==> src/hdl/sdci_pkg.sv <==
package sdci_pkg;

  // sequencer phase codes, as seen on the result beat
  typedef enum logic [3:0] {
    PH_IDLE = 4'd0,
    PH_CMD0 = 4'd1,
    PH_CMD8 = 4'd2,
    PH_POLL = 4'd3,
    PH_CID  = 4'd4,
    PH_RCA  = 4'd5,
    PH_CSD  = 4'd6,
    PH_SEL  = 4'd7,
    PH_BLK  = 4'd8,
    PH_BUS  = 4'd9,
    PH_DONE = 4'd10,
    PH_ERR  = 4'd11
  } phase_e;

  // expected response type of the issued command
  typedef enum logic [2:0] {
    RK_NONE = 3'd0,
    RK_R1   = 3'd1,
    RK_R1B  = 3'd2,
    RK_R2   = 3'd3,
    RK_R3   = 3'd4,
    RK_R6   = 3'd5,
    RK_R7   = 3'd6
  } resp_kind_e;

  // operation field of an input beat
  localparam logic OP_START   = 1'b0;
  localparam logic OP_OUTCOME = 1'b1;

  // command indexes
  localparam logic [5:0] CMD_GO_IDLE       = 6'd0;
  localparam logic [5:0] CMD_ALL_SEND_CID  = 6'd2;
  localparam logic [5:0] CMD_SEND_RCA      = 6'd3;
  localparam logic [5:0] ACMD_SET_BUS_WIDTH = 6'd6;
  localparam logic [5:0] CMD_SELECT        = 6'd7;
  localparam logic [5:0] CMD_SEND_IF_COND  = 6'd8;
  localparam logic [5:0] CMD_SEND_CSD      = 6'd9;
  localparam logic [5:0] CMD_SET_BLOCKLEN  = 6'd16;
  localparam logic [5:0] ACMD_SD_SEND_OP   = 6'd41;
  localparam logic [5:0] CMD_APP           = 6'd55;

  // command arguments and response fields
  localparam logic [31:0] CMD8_ARG     = 32'h0000_01AA;
  localparam logic [7:0]  CMD8_ECHO    = 8'hAA;
  localparam logic [31:0] ACMD41_HCS   = 32'h4000_0000;
  localparam logic [31:0] ACMD41_VOLT  = 32'h00FF_8000;
  localparam logic [31:0] BLOCKLEN_ARG = 32'd512;
  localparam logic [31:0] BUS4_ARG     = 32'h0000_0002;
  localparam int unsigned OCR_BUSY_BIT = 31;
  localparam int unsigned OCR_CCS_BIT  = 30;

  // configuration register indexes and reset values
  localparam logic CFG_IDX_HOST_FOUR_BIT = 1'b0;
  localparam logic CFG_IDX_POLL_LIMIT    = 1'b1;
  localparam logic [15:0] POLL_LIMIT_RST = 16'd1000;

  typedef struct packed {
    logic        host_four_bit;
    logic [15:0] poll_limit;
  } cfg_t;

  typedef struct packed {
    logic        operation;
    logic        cmd_failed;
    logic [31:0] response_word0;
    logic [31:0] response_word1;
    logic [31:0] response_word2;
  } in_beat_t;

  typedef struct packed {
    logic        issue_cmd;
    logic [5:0]  cmd_index;
    logic [31:0] cmd_argument;
    resp_kind_e  response_kind;
    phase_e      phase;
    logic        high_capacity;
    logic [15:0] card_address;
    logic [32:0] size_blocks;
    logic        bus_four_bit;
    logic        switch_clock;
    logic        init_done;
    logic        init_error;
  } out_beat_t;

endpackage

==> src/hdl/sdci_csd_decode.sv <==
module sdci_csd_decode (
  input  logic        high_capacity_i,
  input  logic [31:0] word1_i,
  input  logic [31:0] word2_i,
  output logic [32:0] blocks_o
);

  logic [7:0]  b5, b6, b7, b8, b9, b10;
  logic [22:0] v2_size;
  logic [12:0] v1_size;
  logic [3:0]  v1_bl;
  logic [2:0]  v1_mult;
  logic [4:0]  v1_shift;
  logic [36:0] v1_bytes;

  assign b5  = word1_i[15:8];
  assign b6  = word1_i[23:16];
  assign b7  = word1_i[31:24];
  assign b8  = word2_i[7:0];
  assign b9  = word2_i[15:8];
  assign b10 = word2_i[23:16];

  // csd v2: (c_size + 1) * 1024 blocks
  assign v2_size = {1'b0, b7[5:0], b8, b9} + 23'd1;

  // csd v1: (c_size + 1) << (size multiplier + 2 + block length exponent) bytes,
  // in 512-byte units
  assign v1_size  = {1'b0, b6[1:0], b7, b8[7:6]} + 13'd1;
  assign v1_bl    = b5[3:0];
  assign v1_mult  = {b9[1:0], b10[7]};
  assign v1_shift = {2'b00, v1_mult} + {1'b0, v1_bl} + 5'd2;
  assign v1_bytes = {24'd0, v1_size} << v1_shift;

  always_comb begin
    if (high_capacity_i) begin
      blocks_o = {v2_size, 10'd0};
    end else begin
      blocks_o = {5'd0, v1_bytes[36:9]};
    end
  end

endmodule

==> src/hdl/sdci_fsm.sv <==
module sdci_fsm (
  input  logic              clk_i,
  input  logic              rst_ni,
  input  logic              step_i,
  input  sdci_pkg::in_beat_t  beat_i,
  input  sdci_pkg::cfg_t      cfg_i,
  output sdci_pkg::out_beat_t res_o
);

  sdci_pkg::phase_e phase_q, phase_d;
  logic        v2_q, v2_d;
  logic [15:0] poll_cnt_q, poll_cnt_d;
  logic        hc_q, hc_d;
  logic [15:0] rca_q, rca_d;
  logic [32:0] blocks_q, blocks_d;
  logic        four_q, four_d;
  logic        app_q, app_d;

  logic        issue;
  logic [5:0]  idx;
  logic [31:0] arg;
  sdci_pkg::resp_kind_e kind;
  logic        sw;
  logic        fail;
  logic [15:0] poll_inc;
  logic [32:0] csd_blocks;

  sdci_csd_decode u_csd (
    .high_capacity_i (hc_q),
    .word1_i         (beat_i.response_word1),
    .word2_i         (beat_i.response_word2),
    .blocks_o        (csd_blocks)
  );

  assign fail     = beat_i.cmd_failed;
  assign poll_inc = (poll_cnt_q != 16'hFFFF) ? poll_cnt_q + 16'd1 : poll_cnt_q;

  always_comb begin
    phase_d    = phase_q;
    v2_d       = v2_q;
    poll_cnt_d = poll_cnt_q;
    hc_d       = hc_q;
    rca_d      = rca_q;
    blocks_d   = blocks_q;
    four_d     = four_q;
    app_d      = app_q;
    issue      = 1'b0;
    idx        = '0;
    arg        = '0;
    kind       = sdci_pkg::RK_NONE;
    sw         = 1'b0;

    if (beat_i.operation == sdci_pkg::OP_START) begin
      v2_d       = 1'b0;
      poll_cnt_d = '0;
      hc_d       = 1'b0;
      rca_d      = '0;
      blocks_d   = '0;
      four_d     = 1'b0;
      app_d      = 1'b0;
      phase_d    = sdci_pkg::PH_CMD0;
      issue      = 1'b1;
      idx        = sdci_pkg::CMD_GO_IDLE;
    end else begin
      unique case (phase_q)
        sdci_pkg::PH_CMD0: begin
          if (fail) begin
            phase_d = sdci_pkg::PH_ERR;
          end else begin
            phase_d = sdci_pkg::PH_CMD8;
            issue   = 1'b1;
            idx     = sdci_pkg::CMD_SEND_IF_COND;
            arg     = sdci_pkg::CMD8_ARG;
            kind    = sdci_pkg::RK_R7;
          end
        end
        sdci_pkg::PH_CMD8: begin
          // a missing or wrong echo just means a v1 card
          v2_d       = !fail && (beat_i.response_word0[7:0] == sdci_pkg::CMD8_ECHO);
          phase_d    = sdci_pkg::PH_POLL;
          poll_cnt_d = '0;
          app_d      = 1'b0;
          issue      = 1'b1;
          idx        = sdci_pkg::CMD_APP;
          kind       = sdci_pkg::RK_R1;
        end
        sdci_pkg::PH_POLL: begin
          if (fail) begin
            phase_d = sdci_pkg::PH_ERR;
          end else if (!app_q) begin
            app_d = 1'b1;
            issue = 1'b1;
            idx   = sdci_pkg::ACMD_SD_SEND_OP;
            arg   = v2_q ? (sdci_pkg::ACMD41_HCS | sdci_pkg::ACMD41_VOLT)
                         : sdci_pkg::ACMD41_VOLT;
            kind  = sdci_pkg::RK_R3;
          end else begin
            app_d = 1'b0;
            if (beat_i.response_word0[sdci_pkg::OCR_BUSY_BIT]) begin
              hc_d    = beat_i.response_word0[sdci_pkg::OCR_CCS_BIT];
              phase_d = sdci_pkg::PH_CID;
              issue   = 1'b1;
              idx     = sdci_pkg::CMD_ALL_SEND_CID;
              kind    = sdci_pkg::RK_R2;
            end else begin
              poll_cnt_d = poll_inc;
              issue      = 1'b1;
              if (poll_inc < cfg_i.poll_limit) begin
                idx  = sdci_pkg::CMD_APP;
                kind = sdci_pkg::RK_R1;
              end else begin
                // out of rounds: carry on as standard capacity
                phase_d = sdci_pkg::PH_CID;
                idx     = sdci_pkg::CMD_ALL_SEND_CID;
                kind    = sdci_pkg::RK_R2;
              end
            end
          end
        end
        sdci_pkg::PH_CID: begin
          if (fail) begin
            phase_d = sdci_pkg::PH_ERR;
          end else begin
            phase_d = sdci_pkg::PH_RCA;
            issue   = 1'b1;
            idx     = sdci_pkg::CMD_SEND_RCA;
            kind    = sdci_pkg::RK_R6;
          end
        end
        sdci_pkg::PH_RCA: begin
          if (fail) begin
            phase_d = sdci_pkg::PH_ERR;
          end else begin
            rca_d   = beat_i.response_word0[31:16];
            phase_d = sdci_pkg::PH_CSD;
            issue   = 1'b1;
            idx     = sdci_pkg::CMD_SEND_CSD;
            arg     = {beat_i.response_word0[31:16], 16'd0};
            kind    = sdci_pkg::RK_R2;
          end
        end
        sdci_pkg::PH_CSD: begin
          if (fail) begin
            phase_d = sdci_pkg::PH_ERR;
          end else begin
            blocks_d = csd_blocks;
            phase_d  = sdci_pkg::PH_SEL;
            issue    = 1'b1;
            idx      = sdci_pkg::CMD_SELECT;
            arg      = {rca_q, 16'd0};
            kind     = sdci_pkg::RK_R1B;
          end
        end
        sdci_pkg::PH_SEL, sdci_pkg::PH_BLK: begin
          if (fail) begin
            phase_d = sdci_pkg::PH_ERR;
          end else if (phase_q == sdci_pkg::PH_SEL && !hc_q) begin
            phase_d = sdci_pkg::PH_BLK;
            issue   = 1'b1;
            idx     = sdci_pkg::CMD_SET_BLOCKLEN;
            arg     = sdci_pkg::BLOCKLEN_ARG;
            kind    = sdci_pkg::RK_R1;
          end else if (cfg_i.host_four_bit) begin
            phase_d = sdci_pkg::PH_BUS;
            app_d   = 1'b0;
            issue   = 1'b1;
            idx     = sdci_pkg::CMD_APP;
            arg     = {rca_q, 16'd0};
            kind    = sdci_pkg::RK_R1;
          end else begin
            phase_d = sdci_pkg::PH_DONE;
            sw      = 1'b1;
          end
        end
        sdci_pkg::PH_BUS: begin
          // failures here are tolerated, the bus just stays 1-bit
          if (!app_q && !fail) begin
            app_d = 1'b1;
            issue = 1'b1;
            idx   = sdci_pkg::ACMD_SET_BUS_WIDTH;
            arg   = sdci_pkg::BUS4_ARG;
            kind  = sdci_pkg::RK_R1;
          end else begin
            if (app_q && !fail) begin
              four_d = 1'b1;
            end
            app_d   = 1'b0;
            phase_d = sdci_pkg::PH_DONE;
            sw      = 1'b1;
          end
        end
        default: begin
          // idle, done and error ignore outcomes
        end
      endcase
    end
  end

  always_comb begin
    res_o.issue_cmd       = issue;
    res_o.cmd_index       = idx;
    res_o.cmd_argument    = arg;
    res_o.response_kind   = kind;
    res_o.phase           = phase_d;
    res_o.high_capacity   = hc_d;
    res_o.card_address    = rca_d;
    res_o.size_blocks     = blocks_d;
    res_o.bus_four_bit    = four_d;
    res_o.switch_clock    = sw;
    res_o.init_done       = (phase_d == sdci_pkg::PH_DONE);
    res_o.init_error      = (phase_d == sdci_pkg::PH_ERR);
  end

  always_ff @(posedge clk_i or negedge rst_ni) begin
    if (!rst_ni) begin
      phase_q    <= sdci_pkg::PH_IDLE;
      v2_q       <= 1'b0;
      poll_cnt_q <= '0;
      hc_q       <= 1'b0;
      rca_q      <= '0;
      blocks_q   <= '0;
      four_q     <= 1'b0;
      app_q      <= 1'b0;
    end else if (step_i) begin
      phase_q    <= phase_d;
      v2_q       <= v2_d;
      poll_cnt_q <= poll_cnt_d;
      hc_q       <= hc_d;
      rca_q      <= rca_d;
      blocks_q   <= blocks_d;
      four_q     <= four_d;
      app_q      <= app_d;
    end
  end

endmodule

==> src/hdl/sd_card_init_sequencer_unit.sv <==
// SD card initialization sequencer, host side. A beat with operation 0 starts
// (or restarts) the bring-up and yields CMD0; every later beat carries the
// outcome of the last command and yields the next command (index, argument,
// expected response type) plus the card facts gathered so far: CMD8, CMD55/
// ACMD41 polling up to poll_limit rounds, CMD2, CMD3 (rca), CMD9 (capacity in
// 512-byte blocks), CMD7, CMD16 for standard capacity cards and CMD55/ACMD6
// when host_four_bit is set. Every input beat produces exactly one result beat.
// Throughput is one beat per clock while the receiver takes result beats; an
// accepted beat is held in the input register and its decision then lands in
// the result register. The rate is set by the phase decision, which reads the
// sequencer state and writes it back in the same cycle as it forms the result.
// Configuration is written through a plain write port and should only change
// while no beat is in flight.
module sd_card_init_sequencer_unit (
  input  logic                clk_i,
  input  logic                rst_ni,
  // configuration writes
  input  logic                cfg_we_i,
  input  logic                cfg_idx_i,
  input  logic [15:0]         cfg_data_i,
  // command outcome beats
  input  logic                in_valid_i,
  output logic                in_ready_o,
  input  sdci_pkg::in_beat_t  in_data_i,
  // next command beats
  output logic                out_valid_o,
  input  logic                out_ready_i,
  output sdci_pkg::out_beat_t out_data_o
);

  // configuration registers
  sdci_pkg::cfg_t cfg_q;

  always_ff @(posedge clk_i or negedge rst_ni) begin
    if (!rst_ni) begin
      cfg_q.host_four_bit <= 1'b0;
      cfg_q.poll_limit    <= sdci_pkg::POLL_LIMIT_RST;
    end else if (cfg_we_i) begin
      unique case (cfg_idx_i)
        sdci_pkg::CFG_IDX_HOST_FOUR_BIT: cfg_q.host_four_bit <= cfg_data_i[0];
        sdci_pkg::CFG_IDX_POLL_LIMIT:    cfg_q.poll_limit    <= cfg_data_i;
        default: begin
        end
      endcase
    end
  end

  // input register
  logic               in_vld_q;
  sdci_pkg::in_beat_t in_q;
  // result register
  logic                out_vld_q;
  sdci_pkg::out_beat_t out_q;
  sdci_pkg::out_beat_t res;

  logic out_free;
  logic step;

  // the result slot frees up when it is empty or its beat leaves this cycle
  assign out_free   = !out_vld_q || out_ready_i;
  // a held beat is decided once it can land in the result register
  assign step       = in_vld_q && out_free;
  assign in_ready_o = !in_vld_q || step;

  always_ff @(posedge clk_i or negedge rst_ni) begin
    if (!rst_ni) begin
      in_vld_q <= 1'b0;
    end else if (in_ready_o) begin
      in_vld_q <= in_valid_i;
    end
  end

  always_ff @(posedge clk_i) begin
    if (in_valid_i && in_ready_o) begin
      in_q <= in_data_i;
    end
  end

  // phase decision and card state
  sdci_fsm u_fsm (
    .clk_i  (clk_i),
    .rst_ni (rst_ni),
    .step_i (step),
    .beat_i (in_q),
    .cfg_i  (cfg_q),
    .res_o  (res)
  );

  always_ff @(posedge clk_i or negedge rst_ni) begin
    if (!rst_ni) begin
      out_vld_q <= 1'b0;
    end else if (out_free) begin
      out_vld_q <= step;
    end
  end

  always_ff @(posedge clk_i) begin
    if (step) begin
      out_q <= res;
    end
  end

  assign out_valid_o = out_vld_q;
  assign out_data_o  = out_q;

endmodule

==> config.mk <==
export PLATFORM = sky130hd
export DESIGN_NAME = sd_card_init_sequencer_unit
export DESIGN_NICKNAME = d
export VERILOG_FILES = /design/src/hdl/sdci_pkg.sv /design/src/hdl/sdci_csd_decode.sv /design/src/hdl/sdci_fsm.sv /design/src/hdl/sd_card_init_sequencer_unit.sv
export SDC_FILE = /design/constraint.sdc
export NUM_CORES = 1
export LEC_CHECK = 0
export BUFFER_PORTS_ARGS = -buffer_cell sky130_fd_sc_hd__buf_4
export CORE_UTILIZATION = 55
export CTS_CLUSTER_DIAMETER = 40
export DETAILED_ROUTE_END_ITERATION = 12
export GPL_ROUTABILITY_DRIVEN = 0
export PLACE_DENSITY_LB_ADDON = 0.05
export SLEW_MARGIN = 15
export SYNTH_ARGS = -nofsm -noshare
export SYNTH_HDL_FRONTEND = slang
export SYNTH_HIERARCHICAL = 1
export SYNTH_SLANG_ARGS = --single-unit
==> constraint.sdc <==
create_clock -name clk_i -period 8.8 [get_ports clk_i]
set_input_delay 0.44 -clock clk_i [delete_from_list [all_inputs] [get_ports clk_i]]
set_output_delay 0.44 -clock clk_i [all_outputs]
set_load 0.1 [all_outputs]
==> results of run 1 <==
-- flip-flops by register name (all words and copies together), names as in the netlist --
name / count
out_valid_o: 1
u_fsm/hc_q: 1
out_data_o: 100
in_vld_q: 1
u_fsm/rca_q: 16
cfg_q: 17
u_fsm/four_q: 1
in_q: 57
u_fsm/phase_q: 4
u_fsm/app_q: 1
u_fsm/v2_q: 1
u_fsm/blocks_q: 33
u_fsm/poll_cnt_q: 16
-- worst max path at each step --
stage	from	to	slack (ns)	depth (start not counted)
finish	u_fsm/poll_cnt_q[3]	out_data_o[93]	4.78	12
global route	u_fsm/poll_cnt_q[3]	out_data_o[93]	4.58	12
CTS	u_fsm/poll_cnt_q[3]	out_data_o[93]	4.83	12
detailed placement	u_fsm/poll_cnt_q[3]	out_data_o[93]	4.87	12
global placement	u_fsm/poll_cnt_q[3]	out_data_o[93]	4.97	12
floorplan	out_valid_o	u_fsm/poll_cnt_q[13]	3.81	8
-- area by class of cell --
| cell class | instances | area share |
|---|---|---|
| well taps | 313 | 0.0249 |
| multi-input cells | 854 | 0.347 |
| repair buffers | 193 | 0.0925 |
| clock buffers | 44 | 0.0619 |
| flip-flops and latches | 249 | 0.447 |
| inverters | 41 | 0.00980 |
| clock inverters | 24 | 0.0161 |
-- stage by stage --
stage	utilization	setup WS (ns)	cell area [µm²]	hold slack, ns
after detailed placement	0.631	4.87	14500	0.423
after global routing	0.685	4.58	15700	0.0728
after global placement	0.631	4.97	14500	0.423
after CTS	0.685	4.83	15700	0.0691
final	0.685	4.78	15700	0.0884
after floorplan	-	3.81	13100	0.144
-- worst register-to-register path, cell delays in order, from the launching register on --
cell and delay (ns):
dfrtp_1 0.47, and4_1 0.29, and4_1 0.25, a31oi_1 0.61
nand2_1 0.19, xnor2_1 0.27, ha_1 0.31, a21oi_1 0.21
o211ai_1 0.13, and3_1 0.20, a211o_1 0.42, a211o_1 0.37
a31oi_1 0.13
-- per-layer routing --
| layer | wire length [µm] | vias up |
|---|---|---|
| met4 | 859 | 0 |
| met2 | 13400 | 473 |
| met3 | 2660 | 84 |
| met1 | 14000 | 4760 |
| met5 | 0 | - |
| li1 | - | 4782 |
-- power breakdown --
part / switching [W] / internal (W)
clock network: 0.000555 / 0.000874
registers: 0.0000874 / 0.00135
logic: 0.000693 / 0.000263
-- timing repair --
item                      4_1_cts  5_1_grt
hold buffers                    1        0
gates resized for setup         0        0
hold endpoints to repair       32        0
-- placed cells by master, fill, tap and decap left out, types with 9 or more instances in the layout --
cell type  instances
nand3_1           30
nor4_1            12
nand2_1          202
a21oi_1          112
xor2_1            14
conb_1             9
nand2b_1          13
buf_4            192
o221ai_1          11
ha_1              25
clkbuf_16         37
a21o_1            10
nor3_1            23
xnor2_1           25
dfrtp_1           86
nor2_1            64
a31oi_1           19
o31ai_1           10
nand4_1           18
mux2_4            10
inv_1             39
o21ai_0           37
or3_1              9
mux2_2            61
edfxtp_1         157
==> metrics, run 1 <==
combined area of the multi-input logic cells=approximately 0.0055 mm²; Pins Over Slew Limit=0; Setup TNS Final=0 ns; cell area power density=244 mW/mm²; CTS max path bufs=3; Setup Skew=roughly 0.025 ns; storage element area=approximately 0.007 mm²; CTS root buf=clkbuf_16; RR Startpoint=u_fsm/poll_cnt_q[3]; Final Hold Fails=0; routed len/inst=between 15 and 20 µm; DIE HEIGHT=around 160 µm; Area Overhead vs Synth=20.5%; Top delay family on crit path=compound AO/OA/AOI/OAI gates; Min-Delay Path Class=in2reg; data arrival time of the worst path=4.37 ns; GRT Max-Usage Layer=met1; fmax=roughly 250 MHz; vias in the first global route=a little over 9,000; Vias/cell=a little under 6; Critical Path RT=~9 ns; overall power=between 0.003 and 0.004 W; total clock sinks=about 250; Num CTS Buffers=37; Synth Warn #=6; First DRT Iteration DRCs=slightly below 1,000; Final ANT Viol Nets=0; final std cells w/o fill=about 1,700; Tcrit/Tclk final=0.457; initial core utilization=0.569; vias post-DR=a little over 10,000; Final nets=between 1,500 and 2,000; global-route met3 utilization=0.0569; largest net degree at the start of global routing=92; CP cell instances=and4_1 -> and4_1 -> a31oi_1 -> nand2_1 -> xnor2_1 -> ha_1 -> a21oi_1 -> o211ai_1 -> and3_1 -> a211o_1 -> a211o_1 -> a31oi_1; CP endpoint kind=flop; worst-case reg-to-reg path depth=12; Placed Cells incl. Taps=approximately 1,600; hold depth=1; RSZ-0062 raised after global routing=no; Mapped Avg Cell Area=between 10 and 15 µm²; Layout fillers=around 1,700; Crit Path Class=reg2reg; Worst Setup Start Kind=flop; H-tree levels=2; clock period minus worst slack=4.02 ns; Hold Crit Endpoint=in_q[3]; All-Layer GR Usage=0.257; peak fanout along the critical path=8; met2 usage=0.374; first-pass iteration count of the detailed router=10; Port-buffer cells=between 150 and 200; Buf+Inv Stages, Crit Path=0; Post-Syn Instances=around 1,200; DRT Wirelength=30,900 µm; Congestion Overflow GR=0; Worst-Margin Slew=about 1.1 ns; peak supply drop=about 0.16 mV; die width=156 µm; Setup-failing EPs final=0; Die ar.=between 0.02 and 0.025 mm²; hold path startpoint=in_data_i[3]; antenna cells=0; DP HPWL=21,000 µm; worst r2r dst=out_data_o[93]; Core Area=about 0.023 mm²; GR Layer Usage met1=0.375; Skew-Pair Late Insertion Delay=roughly 0.52 ns; layout cell share with drive strength beyond 1=0.253; first-pass GRT wire length=49,100 µm; CTS tree=done; status=complete, no violations; DRC errors left=0; Setup Buffers After CTS=0; Max-slew headroom=0.248; Worst R2R Setup Slack=between 4 and 5 ns; antenna violations before repair=0; slowest CP cell=a31oi_1; Lkg Pwr=6.36 nW; maximum capacitance violations=0; io pins=about 220; clock slew seen by the registers of the worst setup and hold paths=0.06 ns; mapped cell area=approximately 0.013 mm²; CP peak stage delay=around 0.61 ns; num rows=55
No activity file was read; power rests on OpenSTA's default activity.
==> run 2, diff against run 1 <==
- ABC_AREA: unset -> 1
- clock period: 8.8 -> 4.2 ns (I/O delays scaled with it)
==> metrics, run 2 <==
status=complete, no violations; Crit Path Class=reg2reg; Layout fillers=1,733 (-0.57%); RR Startpoint=u_fsm/poll_cnt_q[0]; Port-buffer cells=180 (unchanged); Worst-Margin Slew=1.12 ns (-0.0111 ns); CP peak stage delay=0.40 ns (-0.21 ns); mapped cell area=0.0127 mm² (-2.5%); clock period minus worst slack=3.61 ns (-0.415 ns); Congestion Overflow GR=0 (unchanged); peak fanout along the critical path=5 (-3); wire length on met3=1860 µm (-30%); DP HPWL=20,600 µm (-1.8%); Reg power frac=0.363 (-0.013); data arrival time of the worst path=3.98 ns (-0.39 ns); antenna violations before repair=0 (unchanged); Num CTS Buffers=36 (-2.7%); Core Area=0.0226 mm² (-1.2%); Critical Path RT=4.58 ns (-4.57 ns); num rows=55 (unchanged); DIE HEIGHT=154 µm (-1.2%); most common cell after layout, fill and taps aside=nand2_1; Max-slew headroom=0.253 (+0.00465); Worst Setup Start Kind=flop; CP endpoint kind=flop; vias in the first global route=10,200 (+9.4%); P_int=0.00537 W (+120%); largest net degree at the start of global routing=93 (+1.1%); Top cell by count, worst path=nand2_1; Tcrit/Tclk final=0.859 (+0.402); total clock sinks=249 (unchanged); commonest non-fill, non-tap cells in the layout=nand2_1 (354), buf_4 (191), inv_1 (163); post-cts repair resize count=0 (unchanged); final setup margin=0.592 ns (-4.18 ns); Skew-Pair Late Insertion Delay=0.51 ns (about the same); fin util=0.714 (+0.0294); vias post-DR=10,700 (+5.8%); Psw=0.00286 W (+110%); Buf+Inv Stages, Crit Path=1 (+1); worst r2r dst=out_data_o[0]; first-pass GRT wire length=50,300 µm (+2.5%); slowest CP cell=dfrtp_1; Post-Syn Instances=1,422 (+17%); layout cell share with drive strength beyond 1=0.180 (-0.0737); Top delay family on crit path=simple AND/OR/NAND/NOR gates; Critical Path End=out_data_o[0]; Pins Over Slew Limit=0 (unchanged); Final nets=1,810 (+19%); Setup Buffers After CTS=0 (unchanged); Die ar.=0.0237 mm² (-2.4%); Setup-failing EPs final=0 (unchanged); Min-Delay Path Class=in2reg; max reg flops=100 (unchanged); DRC errors left=0 (unchanged); Final Hold Fails=0 (unchanged); Setup Skew=0.0233 ns (-0.00137 ns); Final ANT Viol Nets=0 (unchanged); antenna cells=0 (unchanged); worst-case reg-to-reg path depth=21 (+9); Setup TNS Final=0 ns (unchanged); Synth Warn #=6 (unchanged); routed len/inst=15.7 µm (-13%); max layer used=met4; initial core utilization=0.561 (-0.00723); die width=154 µm (-1.2%); met2 wire len=14,900 µm (+11%); peak supply drop=0.412 mV (+160%); Comb power frac=0.266 (+0.016); cell area power density=509 mW/mm² (+110%); Sw Ratio=0.347 (-0.00199); worst slack, placed=0.604 ns (-4.26 ns); Stages on worst setup path=21 (+9); io pins=222 (unchanged); CP cell instances=ha_1 -> nand2_1 -> nor2_1 -> nand2_1 -> nor2_1 -> nor2_2 -> nand4_1 -> xor2_1 -> inv_1 -> ha_1 -> a21oi_1 -> o21ai_0 -> nand3_1 -> a21oi_1 -> nor4_1 -> nand2_2 -> nand3_1 -> nand2_1 -> nand2_1 -> nand2_1 -> nor2_1; Critical Path Source=u_fsm/poll_cnt_q[0]; Area Overhead vs Synth=27.2%; clock power share=0.372 (-0.002); RSZ-0062 raised after global routing=no; Worst R2R Setup Slack=0.59 ns (-4.18 ns); first-pass iteration count of the detailed router=6 (-4); Mapped Avg Cell Area=8.94 µm² (-16%); DRT Wirelength=31,100 µm (+0.61%); H-tree levels=2 (unchanged); All-Layer GR Usage=0.267 (+0.0107); fmax=277 MHz (+12%); Vias/cell=5.41 (-8.0%); Lkg Pwr=7.23 nW (+14%); clock slew seen by the registers of the worst setup and hold paths=0.06 ns (about the same); maximum capacitance violations=0 (unchanged); M1 wire length=13,400 µm (-4.6%); First DRT Iteration DRCs=723 (-26%); CTS tree=done; CTS max path bufs=3 (unchanged); CTS root buf=clkbuf_16
[run 2: worst min-delay path by stage]
stage | from | to | slack (ns) | depth (start not counted)
finish | cfg_we_i | cfg_q[7] | 0.05 | 3
global route | cfg_we_i | cfg_q[3] | 0.05 | 3
CTS | cfg_we_i | cfg_q[3] | 0.03 | 3
detailed placement | rst_ni | cfg_q[11] | 0.34 | 1
global placement | rst_ni | cfg_q[11] | 0.34 | 1
floorplan | rst_ni | cfg_q[0] | -0.09 | 0
[run 2: layer usage]
metal,vias to the layer above,GRT usage
met3,75,0.0440
met2,393,0.450
met5,-,0
met1,4994,0.346
li1,5225,-
met4,0,0.108
[run 2: area by class of cell]
class | count | area (µm²) | share of cell area
sequential | 249 | 7020 | 0.434
multi-input combinational | 934 | 4690 | 0.290
timing repair buffer | 267 | 2190 | 0.136
clock buffer | 46 | 1040 | 0.0645
inverter | 176 | 661 | 0.0408
tap | 285 | 357 | 0.0220
clock inverter | 20 | 210 | 0.0130
[run 2: per-stage QoR]
step	hold WS (ns)	cells	total power [W]	cell area, µm²
finish	0.0535	1977	0.00823	16200
global route	0.0523	1977	0.00858	16200
CTS	0.0318	1977	0.00827	16200
detailed placement	0.342	1835	0.00513	14200
global placement	0.338	1835	0.00512	14200
floorplan	-0.0856	1430	0.00466	12800
[run 2: power groups by stage]
stage / combinational (W) / clock, W / sequential [W]
4_1_cts: 0.00217 / 0.00311 / 0.00299
3_3_place_gp: 0.00209 / 0 / 0.00303
3_5_place_dp: 0.00210 / 0 / 0.00303
5_1_grt: 0.00235 / 0.00322 / 0.00301
2_1_floorplan: 0.000919 / 0 / 0.00374
6_report: 0.00219 / 0.00306 / 0.00299
[run 2: worst min-delay path, stage by stage]
cell,delay [ns]
buf_4,0.20
nand3_1,0.10
nand2_1,0.05
[run 2: repair_timing]
item	CTS	global route
endpoints found under the setup margin	0	0
hold endpoints to repair	129	0
hold buffers	76	0
==> run 3, diff against run 2 <==
- CORE_MARGIN: unset -> 2
- PLACE_DENSITY: unset -> 0.78
- PLACE_DENSITY_LB_ADDON: 0.05 -> unset
==> metrics, run 3 (synthesis gave the netlist of run 2 again) <==
status=complete, no violations; DP HPWL=21,200 µm (+2.8%); DRC errors left=0 (unchanged); antenna violations before repair=0 (unchanged); die width=156 µm (+1.3%); first-pass GRT wire length=51,200 µm (+1.9%); Port-buffer cells=180 (unchanged); Die ar.=0.0243 mm² (+2.6%); Max-slew headroom=0.375 (+0.122); Congestion Overflow GR=0 (unchanged); CTS root buf=clkbuf_16; Final Hold Fails=0 (unchanged); DIE HEIGHT=156 µm (+1.3%); Area Overhead vs Synth=26.4%; largest net degree at the start of global routing=146 (+57%); P_int=0.00510 W (-5.1%); initial core utilization=0.561 (unchanged); All-Layer GR Usage=0.264 (-0.00298); most common cell after layout, fill and taps aside=nand2_1; Worst Setup Start Kind=flop; Critical Path RT=4.56 ns (-0.02 ns); DRT Wirelength=32,100 µm (+3.1%); routed len/inst=16.2 µm (+3.2%); Lkg Pwr=7.18 nW (-0.68%); CP endpoint kind=flop; max reg flops=100 (unchanged); vias in the first global route=10,600 (+3.7%); Setup Skew=0.0215 ns (-0.00181 ns); CTS max path bufs=3 (unchanged); Setup TNS Final=0 ns (unchanged); Pins Over Slew Limit=0 (unchanged); fmax=268 MHz (-3.2%); peak supply drop=0.366 mV (-11%); Crit Path Class=reg2reg; maximum capacitance violations=0 (unchanged); Core Area=0.0226 mm² (unchanged); cell area power density=498 mW/mm² (-2.2%); Final ANT Viol Nets=0 (unchanged); Area after DPL=0.0142 mm² (+0.19%); layout cell share with drive strength beyond 1=0.178 (-0.00156); CTS tree=done; Comb power frac=0.278 (+0.012); Setup-failing EPs final=0 (unchanged); Min-Delay Path Class=in2reg; Num CTS Buffers=34 (-5.6%); Psw=0.00290 W (+1.4%); Tcrit/Tclk final=0.887 (+0.0281); clock power share=0.348 (-0.024); Layout fillers=1,654 (-4.6%); combined area of the multi-input logic cells=0.00469 mm² (unchanged); Final nets=1,810 (unchanged); storage element area=0.00702 mm² (unchanged); clock slew seen by the registers of the worst setup and hold paths=0.06 ns (about the same); Skew-Pair Late Insertion Delay=0.51 ns (about the same); io pins=222 (unchanged); RSZ-0062 raised after global routing=no; data arrival time of the worst path=4.08 ns (+0.10 ns); antenna cells=0 (unchanged); peak fanout along the critical path=5 (unchanged); Reg power frac=0.374 (+0.011); vias post-DR=11,000 (+2.7%); Worst-Margin Slew=0.938 ns (-0.179 ns); H-tree levels=2 (unchanged); total clock sinks=249 (unchanged); commonest non-fill, non-tap cells in the layout=nand2_1 (354), buf_4 (192), inv_1 (163); Final Instance Area=0.0161 mm² (-0.70%); Vias/cell=5.56 (+2.8%); first-pass iteration count of the detailed router=6 (unchanged); Sw Ratio=0.363 (+0.0153); clock period minus worst slack=3.73 ns (+0.118 ns); fin util=0.709 (-0.00497); First DRT Iteration DRCs=887 (+23%); num rows=55 (unchanged)
## run 3: metal layers
| metal | part of all wire | track usage |
|---|---|---|
| met5 | 0 | 0 |
| met4 | 0.052 | 0.139 |
| met2 | 0.50 | 0.461 |
| met1 | 0.38 | 0.313 |
| met3 | 0.068 | 0.0464 |
## run 3: area by class of cell
class,instances,share of cell area
clock buffer,40,0.0550
clock inverter,22,0.0143
inverter,176,0.0411
multi-input combinational,934,0.292
sequential,249,0.437
tap,285,0.0222
timing repair buffer,269,0.138
## run 3: worst max-delay path, stage by stage (launching register included)
cell and delay (ns):
dfrtp_1 0.41, ha_1 0.24, nand2_1 0.07, nor2_1 0.04
nand2_1 0.09, nor2_1 0.11, nor2_2 0.16, nand4_1 0.18
nor2_2 0.20, nand4_1 0.14, nor2_1 0.13, xor2_1 0.21
ha_1 0.28, nand2_1 0.10, a21oi_1 0.06, nor4_1 0.43
nand2_2 0.15, nand3_1 0.12, nand2_1 0.07, nand2_1 0.11
nand2_1 0.09, nor2_1 0.17
## run 3: power by group through the flow
stage / clock network (W) / logic, W / registers [W]
4_1_cts: 0.00283 / 0.00219 / 0.00299
2_1_floorplan: 0 / 0.000919 / 0.00374
5_1_grt: 0.00293 / 0.00238 / 0.00301
6_report: 0.00278 / 0.00222 / 0.00299
3_5_place_dp: 0 / 0.00212 / 0.00303
3_3_place_gp: 0 / 0.00210 / 0.00302
## run 3: per-stage QoR
stage                     power, W  std cells  hold WS (ns)  setup slack [ns]
final                      0.00800       1975        0.0239             0.474
after global routing       0.00832       1975        0.0337            0.0344
after CTS                  0.00801       1975       0.00618             0.554
after detailed placement   0.00515       1837         0.389             0.570
after global placement     0.00512       1837         0.388             0.747
after floorplan            0.00466       1430       -0.0856             0.511
## run 3: path summary, 6_finish.rpt
check	start	to	slack, ns	depth (start not counted)
min in group asynchronous	rst_ni	u_fsm/blocks_q[23]	0.39	2
hold / removal	cfg_we_i	cfg_q[9]	0.02	3
setup reg to reg	u_fsm/poll_cnt_q[0]	out_data_o[1]	0.47	21
hold reg to reg	cfg_q[7]	cfg_q[7]	0.47	2
max in group asynchronous	rst_ni	u_fsm/hc_q	2.90	3
setup / recovery	u_fsm/poll_cnt_q[0]	out_data_o[1]	0.47	21
## run 3: timing repair
item	4_1_cts	5_1_grt
buffers inserted	0	0
hold buffers	76	0
endpoints found under the hold margin	139	0
resized for setup	0	0
